**src/design/postfix_expression_evaluator_defines.svh**
```systemverilog
// assertion macros shared by the postfix expression evaluator rtl
// no dependencies; included by files that carry concurrent assertions
`ifndef POSTFIX_EXPRESSION_EVALUATOR_DEFINES_SVH
`define POSTFIX_EXPRESSION_EVALUATOR_DEFINES_SVH

// consequent must hold in the same cycle as the antecedent
`define PFX_ASSERT_NOW(label, clk, rst, ante, cons, msg) \
   label: assert property (@(posedge clk) disable iff (rst) (ante) |-> (cons)) \
      else $error(msg);

// consequent must hold in the cycle after the antecedent
`define PFX_ASSERT_NEXT(label, clk, rst, ante, cons, msg) \
   label: assert property (@(posedge clk) disable iff (rst) (ante) |=> (cons)) \
      else $error(msg);

`endif

```
**src/design/pfx_pkg.sv**
```systemverilog
// shared types and constants of the postfix expression evaluator
// no dependencies; imported by every module of the block
package pfx_pkg;

   // value stack sizing
   localparam int STACK_DEPTH = 16;
   localparam int PTR_W       = $clog2(STACK_DEPTH);
   localparam int CNT_W       = $clog2(STACK_DEPTH + 1);
   localparam int DATA_W      = 32;

   // token queue between front and back
   localparam int QUEUE_DEPTH = 4;
   localparam int QPTR_W      = $clog2(QUEUE_DEPTH);
   localparam int QCNT_W      = $clog2(QUEUE_DEPTH + 1);

   // radix-2 divider, one quotient bit per step
   localparam int DIV_STEPS  = DATA_W;
   localparam int DIV_STEP_W = $clog2(DIV_STEPS);

   // character codes
   localparam logic [7:0] CHAR_ZERO  = 8'h30;
   localparam logic [7:0] CHAR_NINE  = 8'h39;
   localparam logic [7:0] CHAR_SPACE = 8'h20;
   localparam logic [7:0] CHAR_PLUS  = 8'h2B;
   localparam logic [7:0] CHAR_MINUS = 8'h2D;
   localparam logic [7:0] CHAR_STAR  = 8'h2A;
   localparam logic [7:0] CHAR_SLASH = 8'h2F;

   typedef enum logic [2:0] {
      ST_OK        = 3'd0,
      ST_UNDERFLOW = 3'd1,
      ST_OVERFLOW  = 3'd2,
      ST_DIVZERO   = 3'd3,
      ST_BADCHAR   = 3'd4,
      ST_EMPTY     = 3'd5
   } status_type;

   typedef enum logic [2:0] {
      TOK_NONE,
      TOK_ADD,
      TOK_SUB,
      TOK_MUL,
      TOK_DIV,
      TOK_BAD
   } token_type;

   // one classified item handed from front to back
   typedef struct packed {
      logic              has_num;
      logic [DATA_W-1:0] num;
      token_type         tok;
      logic              last;
   } entry_type;

   typedef enum logic [2:0] {
      BS_IDLE,
      BS_PUSH,
      BS_CLASS,
      BS_READ,
      BS_DIV,
      BS_WRITE,
      BS_FINISH,
      BS_EMIT
   } back_state_type;

   typedef struct packed {
      logic              start;
      logic [DATA_W-1:0] dividend;
      logic [DATA_W-1:0] divisor;
   } div_req_type;

   typedef struct packed {
      logic              busy;
      logic              done;
      logic [DATA_W-1:0] quotient;
   } div_rsp_type;

endpackage

```
**src/design/pfx_front.sv**
```systemverilog
// front end: accepts characters, builds operands from digit runs, classifies tokens
// depends on pfx_pkg
module pfx_front (
   input  logic                clock,
   input  logic                reset,
   input  logic [7:0]          req_char_code,
   input  logic                req_last_char,
   input  logic                req_push,
   output logic                req_full,
   output logic                q_push,
   output pfx_pkg::entry_type  q_entry,
   input  logic                q_full
);
   import pfx_pkg::*;

   logic [DATA_W-1:0] accum_ff, accum_in, accum_next;
   logic              in_num_ff, in_num_in;
   logic              is_digit;
   token_type         tok;
   logic              accept;
   logic [3:0]        digit;

   // character decoder
   always_comb begin
      is_digit = 1'b0;
      tok      = TOK_BAD;
      unique case (req_char_code) inside
         [CHAR_ZERO:CHAR_NINE]: begin
            is_digit = 1'b1;
            tok      = TOK_NONE;
         end
         CHAR_SPACE: tok = TOK_NONE;
         CHAR_PLUS:  tok = TOK_ADD;
         CHAR_MINUS: tok = TOK_SUB;
         CHAR_STAR:  tok = TOK_MUL;
         CHAR_SLASH: tok = TOK_DIV;
         default:    tok = TOK_BAD;
      endcase
   end

   // accum * 10 + digit, wrapping at 32 bits
   assign digit      = 4'(req_char_code - CHAR_ZERO);
   assign accum_next = (accum_ff << 3) + (accum_ff << 1) + {{(DATA_W-4){1'b0}}, digit};

   assign accept   = req_push && !q_full;
   assign req_full = q_full;
   assign q_push   = accept && (!is_digit || req_last_char);

   // item handed to the queue
   always_comb begin
      q_entry.has_num = in_num_ff || is_digit;
      q_entry.num     = is_digit ? accum_next : accum_ff;
      q_entry.tok     = tok;
      q_entry.last    = req_last_char;
   end

   // operand builder next state
   always_comb begin
      accum_in  = accum_ff;
      in_num_in = in_num_ff;
      if (q_push) begin
         accum_in  = '0;
         in_num_in = 1'b0;
      end else if (accept && is_digit) begin
         accum_in  = accum_next;
         in_num_in = 1'b1;
      end
   end

   always_ff @(posedge clock) begin
      if (reset) begin
         accum_ff  <= '0;
         in_num_ff <= 1'b0;
      end else begin
         accum_ff  <= accum_in;
         in_num_ff <= in_num_in;
      end
   end

endmodule

```
**src/design/pfx_queue.sv**
```systemverilog
// short token queue that decouples the front end from the stack engine
// depends on pfx_pkg
module pfx_queue (
   input  logic                clock,
   input  logic                reset,
   input  logic                push,
   input  pfx_pkg::entry_type  push_entry,
   output logic                full,
   input  logic                pop,
   output pfx_pkg::entry_type  head_entry,
   output logic                empty
);
   import pfx_pkg::*;

   entry_type          slots_ff [QUEUE_DEPTH];
   logic [QPTR_W-1:0]  wr_ptr_ff, wr_ptr_in;
   logic [QPTR_W-1:0]  rd_ptr_ff, rd_ptr_in;
   logic [QCNT_W-1:0]  cnt_ff, cnt_in;
   logic               do_push, do_pop;

   assign full       = (cnt_ff == QCNT_W'(QUEUE_DEPTH));
   assign empty      = (cnt_ff == '0);
   assign head_entry = slots_ff[rd_ptr_ff];
   assign do_push    = push && !full;
   assign do_pop     = pop && !empty;

   // pointer and fill count update
   always_comb begin
      wr_ptr_in = do_push ? QPTR_W'(wr_ptr_ff + 1'b1) : wr_ptr_ff;
      rd_ptr_in = do_pop  ? QPTR_W'(rd_ptr_ff + 1'b1) : rd_ptr_ff;
      cnt_in    = cnt_ff;
      if (do_push && !do_pop) begin
         cnt_in = cnt_ff + QCNT_W'(1);
      end else if (do_pop && !do_push) begin
         cnt_in = cnt_ff - QCNT_W'(1);
      end
   end

   always_ff @(posedge clock) begin
      if (reset) begin
         wr_ptr_ff <= '0;
         rd_ptr_ff <= '0;
         cnt_ff    <= '0;
      end else begin
         wr_ptr_ff <= wr_ptr_in;
         rd_ptr_ff <= rd_ptr_in;
         cnt_ff    <= cnt_in;
      end
   end

   // storage
   always_ff @(posedge clock) begin
      if (do_push) begin
         slots_ff[wr_ptr_ff] <= push_entry;
      end
   end

endmodule

```
**src/design/pfx_div.sv**
```systemverilog
// iterative signed divider, truncating toward zero, one quotient bit per cycle
// depends on pfx_pkg
module pfx_div (
   input  logic                  clock,
   input  logic                  reset,
   input  pfx_pkg::div_req_type  div_req,
   output pfx_pkg::div_rsp_type  div_rsp
);
   import pfx_pkg::*;

   logic                  busy_ff, busy_in;
   logic                  done_ff, done_in;
   logic                  neg_ff, neg_in;
   logic [DATA_W-1:0]     quo_ff, quo_in;
   logic [DATA_W-1:0]     rem_ff, rem_in;
   logic [DATA_W-1:0]     dvs_ff, dvs_in;
   logic [DIV_STEP_W-1:0] step_ff, step_in;
   logic [DATA_W:0]       trial;
   logic [DATA_W-1:0]     mag_a, mag_b;

   // operand magnitudes
   assign mag_a = div_req.dividend[DATA_W-1] ? (~div_req.dividend + 1'b1) : div_req.dividend;
   assign mag_b = div_req.divisor[DATA_W-1]  ? (~div_req.divisor + 1'b1)  : div_req.divisor;

   // trial subtract of the shifted partial remainder
   assign trial = {rem_ff, quo_ff[DATA_W-1]} - {1'b0, dvs_ff};

   always_comb begin
      busy_in = busy_ff;
      done_in = 1'b0;
      neg_in  = neg_ff;
      quo_in  = quo_ff;
      rem_in  = rem_ff;
      dvs_in  = dvs_ff;
      step_in = step_ff;
      if (busy_ff) begin
         if (!trial[DATA_W]) begin
            rem_in = trial[DATA_W-1:0];
            quo_in = {quo_ff[DATA_W-2:0], 1'b1};
         end else begin
            rem_in = {rem_ff[DATA_W-2:0], quo_ff[DATA_W-1]};
            quo_in = {quo_ff[DATA_W-2:0], 1'b0};
         end
         if (step_ff == '0) begin
            busy_in = 1'b0;
            done_in = 1'b1;
         end else begin
            step_in = step_ff - DIV_STEP_W'(1);
         end
      end else if (div_req.start) begin
         busy_in = 1'b1;
         neg_in  = div_req.dividend[DATA_W-1] ^ div_req.divisor[DATA_W-1];
         quo_in  = mag_a;
         rem_in  = '0;
         dvs_in  = mag_b;
         step_in = DIV_STEP_W'(DIV_STEPS - 1);
      end
   end

   always_ff @(posedge clock) begin
      if (reset) begin
         busy_ff <= 1'b0;
         done_ff <= 1'b0;
      end else begin
         busy_ff <= busy_in;
         done_ff <= done_in;
      end
   end

   always_ff @(posedge clock) begin
      neg_ff  <= neg_in;
      quo_ff  <= quo_in;
      rem_ff  <= rem_in;
      dvs_ff  <= dvs_in;
      step_ff <= step_in;
   end

   // sign correction of the result
   always_comb begin
      div_rsp.busy     = busy_ff;
      div_rsp.done     = done_ff;
      div_rsp.quotient = neg_ff ? (~quo_ff + 1'b1) : quo_ff;
   end

endmodule

```
**src/design/pfx_back.sv**
```systemverilog
// back end: value stack, arithmetic sequencer, error tracking and result register
// depends on pfx_pkg, pfx_div and postfix_expression_evaluator_defines.svh
`include "postfix_expression_evaluator_defines.svh"

module pfx_back (
   input  logic                     clock,
   input  logic                     reset,
   input  pfx_pkg::entry_type       q_entry,
   input  logic                     q_empty,
   output logic                     q_pop,
   output logic                     rsp_empty,
   input  logic                     rsp_pop,
   output logic [pfx_pkg::DATA_W-1:0] rsp_value,
   output logic [2:0]               rsp_status
);
   import pfx_pkg::*;

   back_state_type    state_ff, state_in;
   logic [CNT_W-1:0]  count_ff, count_in;
   status_type        err_ff, err_in;
   entry_type         entry_ff, entry_in;
   logic [DATA_W-1:0] res_ff, res_in;
   logic              out_valid_ff, out_valid_in;
   logic [DATA_W-1:0] out_value_ff, out_value_in;
   status_type        out_status_ff, out_status_in;

   logic [DATA_W-1:0] stack_mem [STACK_DEPTH];
   logic [DATA_W-1:0] rd_rhs_ff, rd_lhs_ff;
   logic              mem_we;
   logic [PTR_W-1:0]  mem_waddr;
   logic [DATA_W-1:0] mem_wdata;
   logic [CNT_W-1:0]  cnt_m1, cnt_m2;
   logic [DATA_W-1:0] mul_lo;

   div_req_type       div_req;
   div_rsp_type       div_rsp;

   pfx_div u_div (
      .clock   (clock),
      .reset   (reset),
      .div_req (div_req),
      .div_rsp (div_rsp)
   );

   assign cnt_m1 = count_ff - CNT_W'(1);
   assign cnt_m2 = count_ff - CNT_W'(2);

   // value stack: one write port, two registered read ports at top and below top
   always_ff @(posedge clock) begin
      if (mem_we) begin
         stack_mem[mem_waddr] <= mem_wdata;
      end
      rd_rhs_ff <= stack_mem[cnt_m1[PTR_W-1:0]];
      rd_lhs_ff <= stack_mem[cnt_m2[PTR_W-1:0]];
   end

   // low half of the product
   assign mul_lo = rd_lhs_ff * rd_rhs_ff;

   // sequencer next state and outputs
   always_comb begin
      state_in         = state_ff;
      count_in         = count_ff;
      err_in           = err_ff;
      entry_in         = entry_ff;
      res_in           = res_ff;
      q_pop            = 1'b0;
      mem_we           = 1'b0;
      mem_waddr        = count_ff[PTR_W-1:0];
      mem_wdata        = entry_ff.num;
      div_req.start    = 1'b0;
      div_req.dividend = rd_lhs_ff;
      div_req.divisor  = rd_rhs_ff;
      out_valid_in     = out_valid_ff && !rsp_pop;
      out_value_in     = out_value_ff;
      out_status_in    = out_status_ff;
      unique case (state_ff)
         BS_IDLE: begin
            if (!q_empty) begin
               q_pop    = 1'b1;
               entry_in = q_entry;
               state_in = BS_PUSH;
            end
         end
         // push the pending operand
         BS_PUSH: begin
            if (err_ff == ST_OK && entry_ff.has_num) begin
               if (count_ff >= CNT_W'(STACK_DEPTH)) begin
                  err_in = ST_OVERFLOW;
               end else begin
                  mem_we   = 1'b1;
                  count_in = count_ff + CNT_W'(1);
               end
            end
            state_in = BS_CLASS;
         end
         // operator check, stack reads issue here
         BS_CLASS: begin
            state_in = BS_FINISH;
            if (err_ff == ST_OK) begin
               unique case (entry_ff.tok) inside
                  TOK_ADD, TOK_SUB, TOK_MUL, TOK_DIV: begin
                     if (count_ff < CNT_W'(2)) begin
                        err_in = ST_UNDERFLOW;
                     end else begin
                        state_in = BS_READ;
                     end
                  end
                  TOK_BAD: err_in = ST_BADCHAR;
                  default: ;
               endcase
            end
         end
         // operands are in the read registers
         BS_READ: begin
            state_in = BS_WRITE;
            unique case (entry_ff.tok)
               TOK_ADD: res_in = rd_lhs_ff + rd_rhs_ff;
               TOK_SUB: res_in = rd_lhs_ff - rd_rhs_ff;
               TOK_MUL: res_in = mul_lo;
               TOK_DIV: begin
                  if (rd_rhs_ff == '0) begin
                     err_in   = ST_DIVZERO;
                     state_in = BS_FINISH;
                  end else begin
                     div_req.start = 1'b1;
                     state_in      = BS_DIV;
                  end
               end
               default: state_in = BS_FINISH;
            endcase
         end
         BS_DIV: begin
            if (div_rsp.done) begin
               res_in   = div_rsp.quotient;
               state_in = BS_WRITE;
            end
         end
         // pop two, push the result
         BS_WRITE: begin
            mem_we    = 1'b1;
            mem_waddr = cnt_m2[PTR_W-1:0];
            mem_wdata = res_ff;
            count_in  = cnt_m1;
            state_in  = BS_FINISH;
         end
         BS_FINISH: begin
            state_in = entry_ff.last ? BS_EMIT : BS_IDLE;
         end
         // top of stack is in the read register; hand out the result and clear
         BS_EMIT: begin
            if (!out_valid_ff) begin
               out_valid_in = 1'b1;
               if (err_ff != ST_OK) begin
                  out_status_in = err_ff;
                  out_value_in  = '0;
               end else if (count_ff == '0) begin
                  out_status_in = ST_EMPTY;
                  out_value_in  = '0;
               end else begin
                  out_status_in = ST_OK;
                  out_value_in  = rd_rhs_ff;
               end
               count_in = '0;
               err_in   = ST_OK;
               state_in = BS_IDLE;
            end
         end
         default: state_in = BS_IDLE;
      endcase
   end

   always_ff @(posedge clock) begin
      if (reset) begin
         state_ff     <= BS_IDLE;
         count_ff     <= '0;
         err_ff       <= ST_OK;
         out_valid_ff <= 1'b0;
      end else begin
         state_ff     <= state_in;
         count_ff     <= count_in;
         err_ff       <= err_in;
         out_valid_ff <= out_valid_in;
      end
   end

   always_ff @(posedge clock) begin
      entry_ff      <= entry_in;
      res_ff        <= res_in;
      out_value_ff  <= out_value_in;
      out_status_ff <= out_status_in;
   end

   assign rsp_empty  = !out_valid_ff;
   assign rsp_value  = out_value_ff;
   assign rsp_status = out_status_ff;

   // checks
   `PFX_ASSERT_NOW(a_count_bound, clock, reset, 1'b1, count_ff <= CNT_W'(STACK_DEPTH), "stack count beyond depth")
   `PFX_ASSERT_NOW(a_div_alive, clock, reset, state_ff == BS_DIV, div_rsp.busy || div_rsp.done, "waiting on an idle divider")
   `PFX_ASSERT_NEXT(a_emit_clears, clock, reset, state_ff == BS_EMIT && !out_valid_ff, count_ff == '0 && err_ff == ST_OK && out_valid_ff, "result load did not clear the stack")

endmodule

```
**src/design/postfix_expression_evaluator.sv**
```systemverilog
// Postfix expression evaluator, top level; depends on pfx_pkg, pfx_front, pfx_queue and
// pfx_back (with pfx_div). Characters enter through a queue-style push/full port at up to
// one per cycle; digits only update the operand builder, while every other character and
// the last one become one item in a four-entry queue. The stack engine drains it: each
// item passes the idle, push, class and finish states; an operator also read and write,
// and a divide also waits in the div state on the radix-2 divider that yields one
// quotient bit per cycle; an expression's last item also passes the emit state. Input
// stalls (full) only when the queue fills. At the end mark one result (value and status)
// appears on the pop/empty port and waits there while the next expression enters.
module postfix_expression_evaluator (
   input  logic                       clock,
   input  logic                       reset,
   input  logic [7:0]                 req_char_code,
   input  logic                       req_last_char,
   input  logic                       push,
   output logic                       full,
   output logic signed [pfx_pkg::DATA_W-1:0] rsp_value,
   output logic [2:0]                 rsp_status,
   output logic                       empty,
   input  logic                       pop
);
   import pfx_pkg::*;

   logic              q_push, q_full, q_pop, q_empty;
   entry_type         q_in_entry, q_head_entry;
   logic [DATA_W-1:0] value_bits;

   // character intake and classification
   pfx_front u_front (
      .clock         (clock),
      .reset         (reset),
      .req_char_code (req_char_code),
      .req_last_char (req_last_char),
      .req_push      (push),
      .req_full      (full),
      .q_push        (q_push),
      .q_entry       (q_in_entry),
      .q_full        (q_full)
   );

   // token queue
   pfx_queue u_queue (
      .clock      (clock),
      .reset      (reset),
      .push       (q_push),
      .push_entry (q_in_entry),
      .full       (q_full),
      .pop        (q_pop),
      .head_entry (q_head_entry),
      .empty      (q_empty)
   );

   // stack engine and result register
   pfx_back u_back (
      .clock      (clock),
      .reset      (reset),
      .q_entry    (q_head_entry),
      .q_empty    (q_empty),
      .q_pop      (q_pop),
      .rsp_empty  (empty),
      .rsp_pop    (pop),
      .rsp_value  (value_bits),
      .rsp_status (rsp_status)
   );

   assign rsp_value = $signed(value_bits);

endmodule

```
**config.mk**
```make
export PLATFORM = sky130hd
export DESIGN_NAME = postfix_expression_evaluator
export DESIGN_NICKNAME = d
export VERILOG_FILES = /design/src/design/pfx_pkg.sv /design/src/design/pfx_front.sv /design/src/design/pfx_queue.sv /design/src/design/pfx_div.sv /design/src/design/pfx_back.sv /design/src/design/postfix_expression_evaluator.sv
export VERILOG_INCLUDE_DIRS = /design/src /design/src/design
export SDC_FILE = /design/constraint.sdc
export NUM_CORES = 2
export LEC_CHECK = 0
export BUFFER_PORTS_ARGS = -buffer_cell sky130_fd_sc_hd__buf_2
export CAP_MARGIN = 15
export CORE_AREA = 5 5 414 457
export DETAILED_ROUTE_END_ITERATION = 8
export DIE_AREA = 0 0 419 462
export GPL_TIMING_DRIVEN = 0
export PLACE_DENSITY = 0.6
export SKIP_LAST_GASP = 1
export SLEW_MARGIN = 20
export SYNTH_ARGS = -nofsm -noshare
export SYNTH_HDL_FRONTEND = slang
export SYNTH_SLANG_ARGS = --single-unit
```
**constraint.sdc**
```tcl
create_clock -name clock -period 10.2 [get_ports clock]
set_clock_uncertainty 0.1 [all_clocks]
set_input_delay 0.51 -clock clock [delete_from_list [all_inputs] [get_ports clock]]
set_output_delay 0.51 -clock clock [all_outputs]
set_load 0.005 [all_outputs]
```
==> results.json <==
{
  "area_delta_synth_final_pct": 13.0,
  "drt-wirelength-per-cell_um": 26.0,
  "nets": 5880,
  "grt_start_max_net_pins": 35,
  "grt_pass1_vias": 43241,
  "drive_gt1_share_pct": 14.4,
  "root_buffer": "clkbuf_16",
  "timing.final.crit_share_pct": 89.3,
  "dominantRegCellSynth": "edfxtp_1",
  "r2r_slack_ps": 1090,
  "min_period_ps": 9110,
  "num_io_pins": 50,
  "crit_start": "u_back.rd_lhs_ff[6]",
  "rows": 166,
  "drv_slew": 0,
  "layout_common_cells": "edfxtp_1 (866), nand2_1 (548), inv_1 (451), fa_1 (413), mux4_2 (357)",
  "fillers": 17331,
  "vias": 42017,
  "syn_inst": 4987,
  "dieArea_um2": 194000,
  "outcome": "complete, no violations",
  "ctsResizeCount": 0,
  "endpoint_kind": "flop",
  "worst-path-max-fanout": 11,
  "hpwl_um": 153000,
  "hp-class": "input port to flop",
  "remaining_drc_errors": 0,
  "r2r_cells": 24,
  "start_util_pct": 34.7,
  "yosysSeqAreaShare_pct": 44.3,
  "async_flop_share_pct": 0,
  "critical_path_class": "flop to flop",
  "clk_latency_ps": 760,
  "cts_buffers": 106,
  "route.met3.wl_um": 13800,
  "final_common_cell": "edfxtp_1",
  "gp_routability_congestion": 0.947,
  "setup_viol": 0,
  "clockBufferDepth": 3,
  "endpoint": "u_back.res_ff[30]",
  "cp-start-kind": "flop",
  "io_buffers": 49,
  "groute.usage.overall_pct": 20.6,
  "core_um2": 185000,
  "synth_nets": 5673,
  "dieHeight_um": 462,
  "die_w_um": 419,
  "synth_cell_types": 90,
  "avgSynthCellArea_um2": 12.8,
  "r2r_start": "u_back.rd_lhs_ff[6]",
  "fmax_ghz": 0.110,
  "post_cts_buffers": 0,
  "grt_pass1_wl_um": 293000,
  "cts.sinks": 984,
  "crit_required_ps": 10560,
  "dr_wl_met2_um": 97700,
  "tns_ps": 0,
  "drt_pass1_iterations": 6,
  "clk_pin_slew_ps": 60,
  "ys_ff_latch": 984,
  "synth_edf_count": 866,
  "hold_viol": 0,
  "place_inst": 7516,
  "wl_um": 201000,
  "m1WireLength_um": 78900,
  "cts_tree": "yes",
  "worst_slew_pin_slew_ps": 1210,
  "instances_no_fill": 7732,
  "rsz0062_at_grt": "false",
  "cap_violations": 0,
  "relSlewSlack_pct": 19.6,
  "worstPathArrival_ps": 9470,
  "final_util_pct": 39.2,
  "avgViaCountPerCell": 5.43,
  "highest_layer": "met4",
  "antenna_found_initial": 13,
  "grt-ovfl-total": 0,
  "r2r-end": "u_back.res_ff[30]",
  "drt_iter0_drc": 3936,
  "hold_ws_ps": 220,
  "yosys_warnings": 0,
  "worstHoldStart": "req_char_code[7]",
  "ant_nets": 0,
  "h-tree-depth": 3,
  "synth_area_um2": 64000
}
-- registers in the layout (all words and copies together), names as in the netlist, 5 cells and up --
name	count
u_back.stack_mem	512
u_queue.slots_ff	148
u_back.entry_ff	37
u_back.rd_lhs_ff	32
u_back.rd_rhs_ff	32
u_back.res_ff	32
u_back.rsp_value	32
u_back.u_div.dvs_ff	32
u_back.u_div.quo_ff	32
u_back.u_div.rem_ff	32
u_front.accum_ff	32
u_back.count_ff	5
u_back.u_div.step_ff	5
-- critical path, stage by stage (launching register included) --
cell       delay, ps
dfxtp_1          400
clkbuf_1         790
clkbuf_1         770
and2_1           250
fa_1             410
inv_1             70
fa_1             430
fa_1             470
fa_1             540
inv_1             50
ha_1             270
ha_1             200
fa_1             540
fa_1             450
ha_1             360
a2111oi_0        500
o21ai_0          320
a21oi_1          290
o21ai_0          210
a21boi_0         360
o21ai_0          230
a31oi_1          260
xnor2_1          180
a22oi_1          200
o21ai_1          140
-- worst min-delay path by stage --
stage                             end  slack, ps  depth (start not counted)
2_1_floorplan    u_front.accum_ff[31]        330                          2
3_3_place_gp     u_front.accum_ff[31]        340                          2
3_5_place_dp     u_front.accum_ff[31]        360                          2
4_1_cts        u_queue.slots_ff[0][3]        160                          3
5_1_grt        u_queue.slots_ff[0][3]        210                          3
6_report       u_queue.slots_ff[0][3]        220                          3
-- Yosys cell counts (27+ instances only) --
library cell	count	area, um^2
fa_1	413	8270
mux4_2	357	8040
clkbuf_1	250	938
a211oi_1	30	225
a21o_1	44	330
nand3_1	31	155
mux2i_1	33	330
xor2_1	124	1090
a21oi_1	157	786
ha_1	260	3250
nor3_1	40	200
dfxtp_1	118	2360
inv_1	452	1700
o31ai_1	29	218
edfxtp_1	866	26000
nand2_1	548	2060
and2_1	357	2230
nor2_1	196	736
o21ai_0	144	721
xnor2_1	168	1470
buf_1	27	101
-- cell families (layout without fill, tap and decap cells) --
| kind of cell | after synthesis | in the layout | share of synthesized area, % |
|---|---|---|---|
| compound gates | 550 | 550 | 5.52 |
| xor+xnor | 293 | 293 | 4.02 |
| fa+ha+maj | 673 | 673 | 18.0 |
| buf+inv | 738 | 1038 | 4.39 |
| flops | 984 | 984 | 44.3 |
| mux | 415 | 415 | 13.5 |
| other cells | 0 | 9 | 0 |
| simple gates | 1334 | 1334 | 10.3 |
-- area by class of cell --
type                       instances  area (um^2)  area share, %
clock inverter                    55          676          0.934
clock buffer                     146         3030           4.19
timing repair buffer              99         1330           1.84
tap                             2436         3050           4.21
inverter                         452         1700           2.35
buffer                           286         1150           1.59
antenna                            9         22.5         0.0311
sequential                       984        28400           39.2
multi-input combinational       3265        33000           45.6
-- stage by stage --
stage	area, um^2	setup slack [ps]
3_3_place_gp	67300	918
6_report	72300	1090
5_1_grt	72300	598
4_1_cts	72300	1070
3_5_place_dp	68500	1130
2_1_floorplan	64000	3110
-- metal layers --
layer | vias up | track usage (%)
li1 | 18135 | -
met1 | 21703 | 26.0
met2 | 1751 | 34.8
met4 | 0 | 10.1
met3 | 428 | 3.16
met5 | - | 0
-- timing repair --
action	4_1_cts	5_1_grt
hold endpoints to repair	7	0
setup endpoints to repair	0	0
hold buffers	4	0
Power is not shown: default switching activity piles up to over one toggle a cycle in this logic, so the estimate is an artifact.
